<file path="src/pssp_pkg.sv">
package pssp_pkg;

    localparam int NUM_KEYPOINTS = 8;
    localparam int NUM_STEPS     = 5;
    localparam int KEY_W         = $clog2(NUM_KEYPOINTS);
    localparam int P_W           = 18;
    localparam int T_W           = 32;
    localparam int DVD_W         = P_W + T_W;
    localparam int STEP_W        = 4;
    localparam int FUEL_W        = 16;

    // Slice length is flow_duration / NUM_STEPS by reciprocal multiplication.
    // The four extra fraction bits keep the quotient exact for any 32-bit
    // duration and any step count up to 16.
    localparam int STEP_SHIFT = T_W + 4;
    localparam logic [STEP_SHIFT:0] STEP_RECIP =
        (STEP_SHIFT + 1)'((64'd1 << STEP_SHIFT) / 64'(NUM_STEPS) + 64'd1);

    localparam logic [P_W-1:0]    PMAX        = 18'h3FFFF;
    localparam logic [FUEL_W-1:0] FUEL_SCALE  = 16'd59205;
    localparam logic [P_W-1:0]    FUEL_OFFSET = 18'd3154;

    localparam logic [2:0] MODE_CONST   = 3'd0;
    localparam logic [2:0] MODE_LINEAR  = 3'd1;
    localparam logic [2:0] MODE_PRESS   = 3'd2;
    localparam logic [2:0] MODE_STEPS   = 3'd3;
    localparam logic [2:0] MODE_KEYS    = 3'd4;

    localparam logic [2:0] CFG_MODE       = 3'd0;
    localparam logic [2:0] CFG_SETPOINT   = 3'd1;
    localparam logic [2:0] CFG_RAMP_START = 3'd2;
    localparam logic [2:0] CFG_RAMP_DUR   = 3'd3;
    localparam logic [2:0] CFG_PRESS_DUR  = 3'd4;
    localparam logic [2:0] CFG_PRESS_CUT  = 3'd5;
    localparam logic [2:0] CFG_FLOW_DUR   = 3'd6;
    localparam logic [2:0] CFG_FUEL_SIDE  = 3'd7;

    localparam logic FUNC_EVAL  = 1'b0;
    localparam logic FUNC_WRITE = 1'b1;

    typedef struct packed {
        logic           func;
        logic [T_W-1:0] flow_time;
        logic [2:0]     key_index;
        logic [T_W-1:0] key_time;
        logic [P_W-1:0] key_pressure;
    } t_in;

    typedef struct packed {
        logic [P_W-1:0] pressure_setpoint;
        logic           flow_ended;
    } t_out;

    typedef enum logic [3:0] {
        S_IDLE, S_KEY0, S_KEYW, S_SLICE, S_MUL, S_DIV_START, S_DIV_WAIT, S_POST, S_FUEL,
        S_DONE
    } t_state;

    typedef enum logic [1:0] {
        PH_LERP, PH_STEP
    } t_phase;

    // Stepped table in Q10.8: 500, 400, 300, 200, then 150 psi for every later step.
    function automatic logic [P_W-1:0] step_value(input logic [STEP_W-1:0] idx);
        logic [P_W-1:0] v;
        case (idx)
            4'd0:    v = 18'd128000;
            4'd1:    v = 18'd102400;
            4'd2:    v = 18'd76800;
            4'd3:    v = 18'd51200;
            default: v = 18'd38400;
        endcase
        return v;
    endfunction

endpackage

</file>
<file path="src/pssp_div.sv">
module pssp_div (
    input  logic                           i_clk,
    input  logic                           i_rst_n,
    input  logic                           i_start,
    input  logic [pssp_pkg::DVD_W-1:0]     i_dividend,
    input  logic [pssp_pkg::T_W-1:0]       i_divisor,
    output logic                           o_busy,
    output logic                           o_done,
    output logic [pssp_pkg::DVD_W-1:0]     o_quot
);

    localparam int CNT_W = $clog2(pssp_pkg::DVD_W);
    localparam logic [CNT_W-1:0] CNT_LAST = CNT_W'(pssp_pkg::DVD_W - 1);

    logic                        r_busy;
    logic                        r_done;
    logic [CNT_W-1:0]            r_cnt;
    logic [pssp_pkg::T_W-1:0]    r_rem;
    logic [pssp_pkg::T_W-1:0]    r_dsr;
    logic [pssp_pkg::DVD_W-1:0]  r_q;
    logic [pssp_pkg::T_W:0]      shifted;
    logic                        qbit;

    // Restoring division, one quotient bit per cycle.
    always_comb begin
        shifted = {r_rem, r_q[pssp_pkg::DVD_W-1]};
        qbit    = (shifted >= {1'b0, r_dsr});
    end

    always_ff @(posedge i_clk) begin
        if (!i_rst_n) begin
            r_busy <= 1'b0;
            r_done <= 1'b0;
            r_cnt  <= '0;
        end else begin
            r_done <= 1'b0;
            if (i_start) begin
                r_busy <= 1'b1;
                r_cnt  <= '0;
            end else if (r_busy) begin
                r_cnt <= r_cnt + 1'b1;
                if (r_cnt == CNT_LAST) begin
                    r_busy <= 1'b0;
                    r_done <= 1'b1;
                end
            end
        end
    end

    always_ff @(posedge i_clk) begin
        if (i_start) begin
            r_rem <= '0;
            r_dsr <= i_divisor;
            r_q   <= i_dividend;
        end else if (r_busy) begin
            r_rem <= qbit ? pssp_pkg::T_W'(shifted - {1'b0, r_dsr})
                          : shifted[pssp_pkg::T_W-1:0];
            r_q   <= {r_q[pssp_pkg::DVD_W-2:0], qbit};
        end
    end

    assign o_busy = r_busy;
    assign o_done = r_done;
    assign o_quot = r_q;

endmodule

</file>
<file path="src/pressure_setpoint_profile.sv">
// Pressure setpoint profile generator.
// Input channel (i_in_valid / o_in_stall) carries one word: either an
// evaluate request with a flow time, or a keypoint write. A keypoint write
// is accepted while idle and returns nothing. An evaluate returns exactly one word
// on the output channel (o_out_valid / i_out_stall).
// Constant mode and zero-length segments skip the divider. Ramp and
// keypoint modes run the shared 50-bit restoring divider that retires
// one quotient bit per cycle; keypoint mode first walks the keypoint
// table. Stepped mode gets the slice length from a reciprocal
// multiplication and runs the divider once for the step index.
// The fuel transform adds the S_FUEL state.
// One item is worked on at a time; o_in_stall is high until its result is
// in the output register.
// The result sits in an output register, so a new word can be accepted while
// a result waits on a stalled receiver; a second result waits in the
// sequencer until the first is taken.
// The configuration port (i_cfg_valid / o_cfg_ready) is always ready.
// Synchronous reset clears the configuration registers, the keypoint table,
// the sequencer and the output valid.
module pressure_setpoint_profile (
    input  logic                i_clk,
    input  logic                i_rst_n,
    input  logic                i_in_valid,
    output logic                o_in_stall,
    input  pssp_pkg::t_in       i_in_data,
    output logic                o_out_valid,
    input  logic                i_out_stall,
    output pssp_pkg::t_out      o_out_data,
    input  logic                i_cfg_valid,
    output logic                o_cfg_ready,
    input  logic [2:0]          i_cfg_index,
    input  logic [31:0]         i_cfg_data
);

    localparam int P_W = pssp_pkg::P_W;
    localparam int T_W = pssp_pkg::T_W;
    localparam int KEY_W = pssp_pkg::KEY_W;
    localparam int DVD_W = pssp_pkg::DVD_W;
    localparam int SL_W = T_W + pssp_pkg::STEP_SHIFT + 1;
    localparam logic [KEY_W-1:0] KEY_LAST = KEY_W'(pssp_pkg::NUM_KEYPOINTS - 1);
    localparam logic [pssp_pkg::STEP_W-1:0] STEP_LAST =
        pssp_pkg::STEP_W'(pssp_pkg::NUM_STEPS - 1);

    // Configuration registers.
    logic [2:0]     r_mode;
    logic [P_W-1:0] r_setpoint, r_ramp_start, r_press_cut;
    logic [T_W-1:0] r_ramp_dur, r_press_dur, r_flow_dur;
    logic           r_fuel;

    // Keypoint table.
    logic [T_W-1:0] r_key_t [pssp_pkg::NUM_KEYPOINTS];
    logic [P_W-1:0] r_key_p [pssp_pkg::NUM_KEYPOINTS];

    pssp_pkg::t_state r_state, n_state;
    pssp_pkg::t_phase r_phase, n_phase;
    logic [T_W-1:0]   r_t, n_t;
    logic [P_W-1:0]   r_a, n_a;
    logic             r_rise, n_rise;
    logic [P_W-1:0]   r_mag, n_mag;
    logic [T_W-1:0]   r_num, n_num;
    logic [T_W-1:0]   r_den, n_den;
    logic [P_W-1:0]   r_cap, n_cap;
    logic [DVD_W-1:0] r_prod, n_prod;
    logic [KEY_W-1:0] r_idx, n_idx;
    logic [T_W-1:0]   r_t0, n_t0;
    logic [P_W-1:0]   r_p0, n_p0;
    logic [P_W-1:0]   r_val, n_val;
    logic             r_ended, n_ended;
    logic             r_ovalid;
    pssp_pkg::t_out   r_odata;

    logic             dv_start, dv_busy, dv_done;
    logic [DVD_W-1:0] dv_quot;

    logic             in_acc, out_load;
    logic [T_W-1:0]   key_t;
    logic [P_W-1:0]   key_p;
    logic [DVD_W:0]   rise_sum;
    logic [P_W-1:0]   lerp_v;
    logic [19:0]      fuel_v;
    logic [DVD_W-1:0] step_k;
    logic [SL_W-1:0]  slice_prod;
    logic [T_W-1:0]   slice_len;

    pssp_div u_div (
        .i_clk      (i_clk),
        .i_rst_n    (i_rst_n),
        .i_start    (dv_start),
        .i_dividend (r_prod),
        .i_divisor  (r_den),
        .o_busy     (dv_busy),
        .o_done     (dv_done),
        .o_quot     (dv_quot)
    );

    assign o_in_stall  = (r_state != pssp_pkg::S_IDLE);
    assign in_acc      = i_in_valid && !o_in_stall;
    assign o_cfg_ready = 1'b1;
    assign key_t       = r_key_t[r_idx];
    assign key_p       = r_key_p[r_idx];

    always_ff @(posedge i_clk) begin
        if (!i_rst_n) begin
            r_mode       <= pssp_pkg::MODE_CONST;
            r_setpoint   <= '0;
            r_ramp_start <= '0;
            r_ramp_dur   <= '0;
            r_press_dur  <= '0;
            r_press_cut  <= '0;
            r_flow_dur   <= '0;
            r_fuel       <= 1'b0;
        end else if (i_cfg_valid) begin
            unique case (i_cfg_index)
                pssp_pkg::CFG_MODE:       r_mode       <= i_cfg_data[2:0];
                pssp_pkg::CFG_SETPOINT:   r_setpoint   <= i_cfg_data[P_W-1:0];
                pssp_pkg::CFG_RAMP_START: r_ramp_start <= i_cfg_data[P_W-1:0];
                pssp_pkg::CFG_RAMP_DUR:   r_ramp_dur   <= i_cfg_data;
                pssp_pkg::CFG_PRESS_DUR:  r_press_dur  <= i_cfg_data;
                pssp_pkg::CFG_PRESS_CUT:  r_press_cut  <= i_cfg_data[P_W-1:0];
                pssp_pkg::CFG_FLOW_DUR:   r_flow_dur   <= i_cfg_data;
                pssp_pkg::CFG_FUEL_SIDE:  r_fuel       <= i_cfg_data[0];
                default: ;
            endcase
        end
    end

    always_ff @(posedge i_clk) begin
        if (!i_rst_n) begin
            for (int k = 0; k < pssp_pkg::NUM_KEYPOINTS; k++) begin
                r_key_t[k] <= '0;
                r_key_p[k] <= '0;
            end
        end else if (in_acc && i_in_data.func == pssp_pkg::FUNC_WRITE
                     && 32'(i_in_data.key_index) < pssp_pkg::NUM_KEYPOINTS) begin
            r_key_t[KEY_W'(i_in_data.key_index)] <= i_in_data.key_time;
            r_key_p[KEY_W'(i_in_data.key_index)] <= i_in_data.key_pressure;
        end
    end

    // Finishing arithmetic for the divider result, the fuel transform, the step index and the slice length.
    always_comb begin
        rise_sum = (DVD_W + 1)'(r_a) + {1'b0, dv_quot};
        if (r_rise) begin
            lerp_v = (rise_sum > (DVD_W + 1)'(pssp_pkg::PMAX)) ? pssp_pkg::PMAX
                                                               : rise_sum[P_W-1:0];
        end else begin
            lerp_v = (dv_quot >= DVD_W'(r_a)) ? '0 : r_a - dv_quot[P_W-1:0];
        end
        if (lerp_v > r_cap) begin
            lerp_v = r_cap;
        end
        fuel_v = 20'((r_prod[33:0] + 34'd32768) >> 16) + 20'(pssp_pkg::FUEL_OFFSET);
        step_k = (dv_quot < DVD_W'(STEP_LAST)) ? dv_quot : DVD_W'(STEP_LAST);
        slice_prod = SL_W'(r_flow_dur) * SL_W'(pssp_pkg::STEP_RECIP);
        slice_len  = T_W'(slice_prod >> pssp_pkg::STEP_SHIFT);
    end

    always_comb begin
        n_state  = r_state;
        n_phase  = r_phase;
        n_t      = r_t;
        n_a      = r_a;
        n_rise   = r_rise;
        n_mag    = r_mag;
        n_num    = r_num;
        n_den    = r_den;
        n_cap    = r_cap;
        n_prod   = r_prod;
        n_idx    = r_idx;
        n_t0     = r_t0;
        n_p0     = r_p0;
        n_val    = r_val;
        n_ended  = r_ended;
        dv_start = 1'b0;
        out_load = 1'b0;
        unique case (r_state)
            pssp_pkg::S_IDLE: begin
                if (in_acc && i_in_data.func == pssp_pkg::FUNC_EVAL) begin
                    n_t     = i_in_data.flow_time;
                    n_ended = 1'b0;
                    n_val   = r_setpoint;
                    n_state = pssp_pkg::S_POST;
                    unique case (r_mode)
                        pssp_pkg::MODE_LINEAR: begin
                            if (r_ramp_dur != '0) begin
                                n_a     = r_ramp_start;
                                n_rise  = (r_setpoint >= r_ramp_start);
                                n_mag   = n_rise ? r_setpoint - r_ramp_start
                                                 : r_ramp_start - r_setpoint;
                                n_num   = i_in_data.flow_time;
                                n_den   = r_ramp_dur;
                                n_cap   = r_setpoint;
                                n_state = pssp_pkg::S_MUL;
                            end
                        end
                        pssp_pkg::MODE_PRESS: begin
                            n_val = r_press_cut;
                            if (r_press_dur != '0) begin
                                n_a     = '0;
                                n_rise  = 1'b1;
                                n_mag   = r_setpoint;
                                n_num   = i_in_data.flow_time;
                                n_den   = r_press_dur;
                                n_cap   = r_press_cut;
                                n_state = pssp_pkg::S_MUL;
                            end
                        end
                        pssp_pkg::MODE_STEPS: begin
                            n_state = pssp_pkg::S_SLICE;
                        end
                        pssp_pkg::MODE_KEYS: begin
                            n_idx   = '0;
                            n_state = pssp_pkg::S_KEY0;
                        end
                        default: ;
                    endcase
                end
            end
            pssp_pkg::S_KEY0: begin
                n_t0    = key_t;
                n_p0    = key_p;
                n_idx   = r_idx + 1'b1;
                n_state = pssp_pkg::S_KEYW;
            end
            pssp_pkg::S_KEYW: begin
                if (r_t <= key_t) begin
                    n_state = pssp_pkg::S_POST;
                    if (r_t < r_t0) begin
                        n_val = r_p0;
                    end else if (key_t == r_t0) begin
                        n_val = key_p;
                    end else begin
                        n_a     = r_p0;
                        n_rise  = (key_p >= r_p0);
                        n_mag   = n_rise ? key_p - r_p0 : r_p0 - key_p;
                        n_num   = r_t - r_t0;
                        n_den   = key_t - r_t0;
                        n_cap   = pssp_pkg::PMAX;
                        n_state = pssp_pkg::S_MUL;
                    end
                end else if (r_idx == KEY_LAST) begin
                    n_ended = 1'b1;
                    n_val   = '0;
                    n_state = pssp_pkg::S_POST;
                end else begin
                    n_t0  = key_t;
                    n_p0  = key_p;
                    n_idx = r_idx + 1'b1;
                end
            end
            pssp_pkg::S_SLICE: begin
                if (slice_len == '0) begin
                    n_val   = pssp_pkg::step_value(STEP_LAST);
                    n_state = pssp_pkg::S_POST;
                end else begin
                    n_prod  = DVD_W'(r_t);
                    n_den   = slice_len;
                    n_phase = pssp_pkg::PH_STEP;
                    n_state = pssp_pkg::S_DIV_START;
                end
            end
            pssp_pkg::S_MUL: begin
                n_prod  = DVD_W'(r_mag) * DVD_W'(r_num);
                n_phase = pssp_pkg::PH_LERP;
                n_state = pssp_pkg::S_DIV_START;
            end
            pssp_pkg::S_DIV_START: begin
                dv_start = 1'b1;
                n_state  = pssp_pkg::S_DIV_WAIT;
            end
            pssp_pkg::S_DIV_WAIT: begin
                if (dv_done) begin
                    unique case (r_phase)
                        pssp_pkg::PH_LERP: begin
                            n_val   = lerp_v;
                            n_state = pssp_pkg::S_POST;
                        end
                        default: begin
                            n_val   = pssp_pkg::step_value(step_k[pssp_pkg::STEP_W-1:0]);
                            n_state = pssp_pkg::S_POST;
                        end
                    endcase
                end
            end
            pssp_pkg::S_POST: begin
                if (r_fuel) begin
                    n_prod  = DVD_W'(r_val) * DVD_W'(pssp_pkg::FUEL_SCALE);
                    n_state = pssp_pkg::S_FUEL;
                end else begin
                    n_state = pssp_pkg::S_DONE;
                end
            end
            pssp_pkg::S_FUEL: begin
                n_val   = (fuel_v > 20'(pssp_pkg::PMAX)) ? pssp_pkg::PMAX : fuel_v[P_W-1:0];
                n_state = pssp_pkg::S_DONE;
            end
            pssp_pkg::S_DONE: begin
                if (!r_ovalid || !i_out_stall) begin
                    out_load = 1'b1;
                    n_state  = pssp_pkg::S_IDLE;
                end
            end
            default: n_state = pssp_pkg::S_IDLE;
        endcase
    end

    always_ff @(posedge i_clk) begin
        if (!i_rst_n) begin
            r_state <= pssp_pkg::S_IDLE;
            r_phase <= pssp_pkg::PH_LERP;
            r_ovalid <= 1'b0;
        end else begin
            r_state <= n_state;
            r_phase <= n_phase;
            if (out_load) begin
                r_ovalid <= 1'b1;
            end else if (!i_out_stall) begin
                r_ovalid <= 1'b0;
            end
        end
    end

    always_ff @(posedge i_clk) begin
        r_t     <= n_t;
        r_a     <= n_a;
        r_rise  <= n_rise;
        r_mag   <= n_mag;
        r_num   <= n_num;
        r_den   <= n_den;
        r_cap   <= n_cap;
        r_prod  <= n_prod;
        r_idx   <= n_idx;
        r_t0    <= n_t0;
        r_p0    <= n_p0;
        r_val   <= n_val;
        r_ended <= n_ended;
        if (out_load) begin
            r_odata.pressure_setpoint <= r_val;
            r_odata.flow_ended        <= r_ended;
        end
    end

    assign o_out_valid = r_ovalid;
    assign o_out_data  = r_odata;

    // A keypoint write never starts a computation.
    a_write_idle: assert property (@(posedge i_clk) disable iff (!i_rst_n)
        (in_acc && i_in_data.func == pssp_pkg::FUNC_WRITE) |=> r_state == pssp_pkg::S_IDLE)
        else $error("keypoint write left the idle state");

    // The divider is only started when it is free, and only reports back while awaited.
    a_div_free: assert property (@(posedge i_clk) disable iff (!i_rst_n)
        dv_start |-> !dv_busy)
        else $error("divider started while busy");

    a_div_done: assert property (@(posedge i_clk) disable iff (!i_rst_n)
        dv_done |-> r_state == pssp_pkg::S_DIV_WAIT)
        else $error("divider finished outside the wait state");

    // A waiting result is never overwritten.
    a_out_hold: assert property (@(posedge i_clk) disable iff (!i_rst_n)
        (r_state == pssp_pkg::S_DONE && r_ovalid && i_out_stall)
        |=> r_state == pssp_pkg::S_DONE)
        else $error("result register overwritten while stalled");

    a_ended_zero: assert property (@(posedge i_clk) disable iff (!i_rst_n)
        (o_out_valid && o_out_data.flow_ended && !r_fuel) |-> o_out_data.pressure_setpoint == '0)
        else $error("flow ended with a nonzero setpoint");

endmodule
</file>
<file path="config.mk">
export PLATFORM = sky130hd
export DESIGN_NAME = pressure_setpoint_profile
export DESIGN_NICKNAME = d
export VERILOG_FILES = /design/src/pssp_pkg.sv /design/src/pssp_div.sv /design/src/pressure_setpoint_profile.sv
export SDC_FILE = /design/constraint.sdc
export NUM_CORES = 2
export LEC_CHECK = 0
export ABC_CLOCK_PERIOD_IN_PS = 19100
export BUFFER_PORTS_ARGS = -buffer_cell sky130_fd_sc_hd__clkbuf_2
export CAP_MARGIN = 5
export CORE_MARGIN = 2
export CORE_UTILIZATION = 71
export DETAILED_ROUTE_END_ITERATION = 8
export GPL_ROUTABILITY_DRIVEN = 0
export HOLD_SLACK_MARGIN = 0.08
export PLACE_DENSITY_LB_ADDON = 0.3
export SLEW_MARGIN = 20
export SYNTH_ARGS = -nofsm -noshare
export SYNTH_HDL_FRONTEND = slang
export SYNTH_SLANG_ARGS = --single-unit
</file>
<file path="constraint.sdc">
create_clock -name i_clk -period 19.1 [get_ports i_clk]
set_input_delay 1.91 -clock i_clk [delete_from_list [all_inputs] [get_ports i_clk]]
set_output_delay 1.91 -clock i_clk [all_outputs]
set_load 0.02 [all_outputs]
</file>
### Yosys cells after proc, flatten, opt, wreduce, memory -nomap -nowiden

Memories as Yosys holds them, arrays and structs flattened. A register that Yosys moved wholly into a read port is not among the register bits.
Index checks and enable logic that the tools add are counted.

* flip-flop bits (word level): 575
* output and inout bits: 22
* logic and storage cells: 278
* memories: 2
* RAM bits: 400

* multiply operators: 3
* reductions and logical operators: 45
* mux-type cells: 125
* magnitude comparators: 10
* bitwise operators: 3
* equal/unequal tests: 45
* $add $sub $neg: 13

Memories
* r_key_t: words 8, bits a word 32, rd ports 1, clocked after Yosys merged registers in 1, write ports 8, line pressure_setpoint_profile.sv:51 `logic [T_W-1:0] r_key_t [pssp_pkg::NUM_KEYPOINTS];`
* r_key_p: words 8, bits a word 18, rd ports 1, clocked after Yosys merged registers in 1, write ports 8, line pressure_setpoint_profile.sv:52 `logic [P_W-1:0] r_key_p [pssp_pkg::NUM_KEYPOINTS];`

Operators with widths (number)
* 18-bit two-way mux: 37
* 32-bit two-way mux: 17
* 32-bit one-hot mux with 2 select lines: 4
* 18-bit one-hot mux with 2 select lines: 7
* 50-bit two-way mux: 4
* 50-bit one-hot mux with 3 select lines: 1
* 32-bit one-hot mux with 3 select lines: 1
* 32-bit subtractor: 3
* 18-bit one-hot mux with 5 select lines: 1
* 18-bit subtractor: 5
* 17-bit one-hot mux with 4 select lines: 1
* 32-bit by 32-bit multiplier with 64-bit output (second input constant): 1
* 32-bit nonzero test: 2
* 18-bit by 50-bit adder with 51-bit output: 1
* 51-bit by 18-bit > comparator with 1-bit output (second input constant): 1
* 50-bit by 18-bit >= comparator with 1-bit output: 1
* 50-bit by 3-bit less-than comparator with 1-bit output (second input constant): 1
* 18-bit by 32-bit multiplier with 50-bit output: 1
* 4-bit one-hot mux with 10 select lines: 1
* 18-bit >= comparator: 2
* 34-bit by 16-bit adder with 34-bit output (second input constant): 1
* 18-bit by 16-bit multiplier with 34-bit output (second input constant): 1
* 33-bit by 32-bit >= comparator with 1-bit output: 1
* 32-bit == test: 1
* other kinds (51): 148

### Logic depth before layout (Yosys ltp)

* depth after elaboration: 9
* gate-level depth with buffers: 28
* mapped depth without buffers: 27

### Hierarchy

A second synthesis with hierarchy kept.

* cell total of the unflattened synthesis: 9713
* area total of the unflattened synthesis: 95683.0 µm²

Modules (own cells, without submodules)
* pressure_setpoint_profile: cells an instance 9064, times used 1, seq. area each 24043.1 µm², area each 88971.6 µm²
* pssp_div: cells an instance 649, times used 1, seq. area each 3263.1 µm², area each 6711.4 µm²

### Worst setup path after synthesis

OpenSTA, ideal clock, no wires.

* path type: reg2reg
* from: register r_flow_dur[18]
* to: register r_prod[0], enable pin
* path buffers: 0
* data required time: 18.567 ns
* stages on the path, launching flop included: 28
* arrival time: 10.711 ns
* setup slack: 7.856 ns
* clock period less this slack: 11.244 ns
* path through: dfxtp_1 ha_1 inv_1 fa_1 inv_1 fa_1 inv_1 fa_1 inv_1 fa_1 fa_1 fa_1 inv_1 fa_1 inv_1 ha_1 and4_1 and2_1 nand2_1 a21oi_1 o21ai_1 o2111a_1 o311ai_0 a31oi_1 xnor2_1 nand2b_1 nor3_1 a211oi_1

* word-level cells in the longest chain between the ends: 4

Ends and longest elaborated chain
* start: declaration: line pressure_setpoint_profile.sv:47 `logic [T_W-1:0] r_ramp_dur, r_press_dur, r_flow_dur;`
* start signal: assignment: line pressure_setpoint_profile.sv:120 `pssp_pkg::CFG_FLOW_DUR: r_flow_dur <= i_cfg_data;`
* 32-bit by 32-bit multiplier with 64-bit output: line pressure_setpoint_profile.sv:154 `slice_prod = SL_W'(r_flow_dur) * SL_W'(pssp_pkg::STEP_RECIP);`
* 32-bit logical NOT: line pressure_setpoint_profile.sv:252 `if (slice_len == '0) begin`
* 2-bit != test (no source line)
* 3-bit AND reduction (no source line)
* end signal: assignment: line pressure_setpoint_profile.sv:331 `r_prod <= n_prod;`
* end: declaration: line pressure_setpoint_profile.sv:63 `logic [DVD_W-1:0] r_prod, n_prod;`

No other way between the ends.
A chain may end at the register's enable or synchronous reset.

### Final worst setup path

* from: register r_flow_dur[19]
* to: register r_prod[34], enable pin

The elaborated chain is that of the path after synthesis.

==> impl_metrics.env <==
export IMPL_synth_simple_area_share_pct=14.2
export IMPL_die_h_um=370
export IMPL_path_common_cell="fa_1"
export IMPL_slew_violations=0
export IMPL_detail_route_antenna_nets=0
export IMPL_tns_ps=0
export IMPL_final_hold_violation_count=0
export IMPL_overflow=0
export IMPL_clk_pin_slew_worst_paths_ps=70
export IMPL_arrival_ps=10330
export IMPL_synth_edf_count=774
export IMPL_drt_iter0_drc=10782
export IMPL_finalNetCount=11603
export IMPL_synth_top_family_by_area="adder cells"
export IMPL_ys_warn_count=0
export IMPL_rows=134
export IMPL_synth_seq_area_share_pct=28.7
export IMPL_relSlewSlack_pct=9.32
export IMPL_vias=76744
export IMPL_cts_tree="yes"
export IMPL_finalCriticalPeriod_ps=9920
export IMPL_rsz0062_at_grt="no"
export IMPL_synth_distinct_cells=101
export IMPL_final_setup_viol_count=0
export IMPL_syn_inst=9700
export IMPL_tightest_slew_ps=1350
export IMPL_slowest_delay_ps=730
export IMPL_die_area_um2=137000
export IMPL_multi_input_comb_area_um2=61000
export IMPL_ys_flop_type="edfxtp_1"
export IMPL_worst_clock_skew_ps=70.3
export IMPL_ios=148
export IMPL_synthXorXnorAreaFrac_pct=2.47
export IMPL_n_fill_cell=8579
export IMPL_hold_depth=0
export IMPL_area_delta_synth_final_pct=5.99
export IMPL_worstRegToRegCells=28
export IMPL_cp_end_kind="flop"
export IMPL_grt_max_degree=105
export IMPL_viasPerCell=6.69
export IMPL_ff_latch_area_um2=27300
export IMPL_critPathLaunchType="flop"
export IMPL_cts_sinks=977
export IMPL_cts_buffer_depth=3
export IMPL_place_hpwl_um=224000
export IMPL_max_cap_violations=0
export IMPL_post_cts_setup_buffers=0
export IMPL_coreArea_um2=133000
export IMPL_wl_um=302000
export IMPL_violations="design-rule violations"
export IMPL_cts_inserted_buffers=101
export IMPL_synth_async_sr_flop_share_pct=0
export IMPL_grt_pass1_vias=77952
export IMPL_h_tree_depth=3
export IMPL_cpMaxStageDelayCell="nor3_1"
export IMPL_drcViolationCount=14
export IMPL_hold_buffers=0
export IMPL_ys_seq_elements=977
export IMPL_cp_max_fo=50
export IMPL_antenna_found_initial=30
export IMPL_drive_gt1_share_pct=6.11
export IMPL_grt_total_usage_pct=44.4
export IMPL_initial_utilization_pct=71.4
export IMPL_wl_per_cell_um=26.3
export IMPL_critPathKind="flop to flop"
export IMPL_die_x_um=370
export IMPL_synth_compound_area_share_pct=11.1
export IMPL_avgSynthCellArea_um2=9.81
export IMPL_syn_num_nets=11698
export IMPL_synth_mux_area_share_pct=3.79
export IMPL_synth_area_um2=95200
export IMPL_synth_adder_area_share_pct=32.3
export IMPL_cts_root_buf="clkbuf_16"
export IMPL_worstPathRequired_ps=19510
export IMPL_period_share_pct=51.9
export IMPL_clk_latency_ps=800
export IMPL_io_buffers=146
export IMPL_dr_pass1_iters=9
export IMPL_status="complete, but fails checks"
export IMPL_timing_fmax_mhz=101
export IMPL_hold_path_class="flop to flop"
export IMPL_grt_pass1_wl_um=457000
export IMPL_post_cts_resized=0
-- cell usage in the layout, fill, tap and decap left out, types with 52 or more instances in the layout --
cell type | Yosys | routed
a211oi_1 | 68 | 67
a21o_1 | 145 | 145
a21oi_1 | 580 | 577
and2_1 | 587 | 587
buf_4 | 1 | 76
clkbuf_16 | 0 | 102
clkbuf_2 | 1 | 146
dfxtp_1 | 203 | 199
edfxtp_1 | 774 | 774
fa_1 | 975 | 975
ha_1 | 897 | 897
inv_1 | 1458 | 1456
mux2i_1 | 112 | 112
mux4_2 | 100 | 100
nand2_1 | 1216 | 1215
nand2b_1 | 62 | 59
nand3_1 | 135 | 134
nand4_1 | 82 | 82
nor2_1 | 301 | 291
nor3_1 | 113 | 108
o21a_1 | 52 | 52
o21ai_0 | 375 | 368
o21bai_1 | 54 | 54
xnor2_1 | 151 | 151
xor2_1 | 117 | 116
-- state kept, by name, summed over array words and instances, names as in the netlist, 19 cells and up, named ones only --
signal	flops
u_div.r_dsr	32
r_t	32
u_div.r_rem	32
r_press_dur	32
r_den	32
r_num	32
r_key_t	256
o_out_data	19
r_prod	50
r_flow_dur	32
r_key_p	144
r_t0	32
r_ramp_dur	32
u_div.o_quot	50
-- Yosys cell counts, drive strengths merged (83+ instances only) --
| cell | count | share of area (%) |
|---|---|---|
| a21o | 145 | 1.1 |
| inv | 1460 | 5.8 |
| xor2 | 117 | 1.1 |
| fa | 975 | 21 |
| and2 | 587 | 3.9 |
| xnor2 | 151 | 1.4 |
| nand2 | 1216 | 4.8 |
| nor3 | 113 | 0.59 |
| mux4 | 100 | 2.4 |
| a21oi | 580 | 3.1 |
| edfxtp | 774 | 24 |
| nor2 | 301 | 1.2 |
| ha | 897 | 12 |
| nand3 | 135 | 0.71 |
| nand4 | 83 | 0.55 |
| clkbuf | 384 | 1.5 |
| o21ai | 381 | 2.0 |
| dfxtp | 203 | 4.3 |
| mux2i | 112 | 1.2 |
-- final timing paths --
| kind | to | from | slack, ps |
|---|---|---|---|
| worst max-delay path | r_prod[34]$_DFFE_PP_ | r_flow_dur[19]$_SDFFE_PN0P_ | 9180 |
| worst min-delay path | u_div.r_dsr[2]$_DFFE_PP_ | r_den[2]$_DFFE_PP_ | 400 |
| worst max register to register | r_prod[34]$_DFFE_PP_ | r_flow_dur[19]$_SDFFE_PN0P_ | 9180 |
| worst min register to register | u_div.r_dsr[2]$_DFFE_PP_ | r_den[2]$_DFFE_PP_ | 400 |
-- cell families (layout without fill, tap and decap cells) --
logic type | count (synthesis) | in the layout
adder cells (fa/ha/maj) | 1872 | 1872
XOR/XNOR | 268 | 268
multiplexers | 233 | 233
AND/OR/NAND/NOR | 2783 | 2783
flip-flops | 977 | 977
buffers and inverters | 1883 | 1874
other | 1 | 14
AO/OA/AOI/OAI | 1683 | 1683
-- worst max-delay path: cells and delay by family, from the launching register on --
family	cells	cell delay, ps
simple gates	4	1430
fa+ha+maj	9	4470
flops	1	530
buf+inv	7	850
compound gates	8	2210
-- area by class of cell --
type	instances	share of cell area, %
multi-input combinational	6840	60.5
clock inverter	61	0.789
tap	1768	2.19
inverter	1461	5.44
clock buffer	128	2.67
timing repair buffer	224	1.32
sequential	977	27.1
antenna	13	0.0323
-- metal layers --
layer  wire length (um)  up-vias  global-route usage (%)
met4              27400       34                    32.1
li1                   -    32403                       -
met1              98800    36758                    52.3
met2             132000     5831                    67.1
met3              43700     1718                    16.6
met5                289        -                   0.280
-- through the flow --
stage | cell area, um2 | cells | hold slack (ps) | setup slack (ps) | util [%]
final | 101000 | 11472 | 403 | 9180 | 75.7
after global placement | 97300 | 11269 | 405 | 9930 | 73.0
after CTS | 101000 | 11458 | 381 | 9530 | 75.6
after detailed placement | 97300 | 11269 | 405 | 9610 | 73.0
after floorplan | 95200 | 9700 | 400 | 7860 | -
after global routing | 101000 | 11463 | 417 | 8880 | 75.7
Power is left out: the tool's default activity adds up to more than one toggle a clock period on the data nets, which glitch-free logic cannot reach.
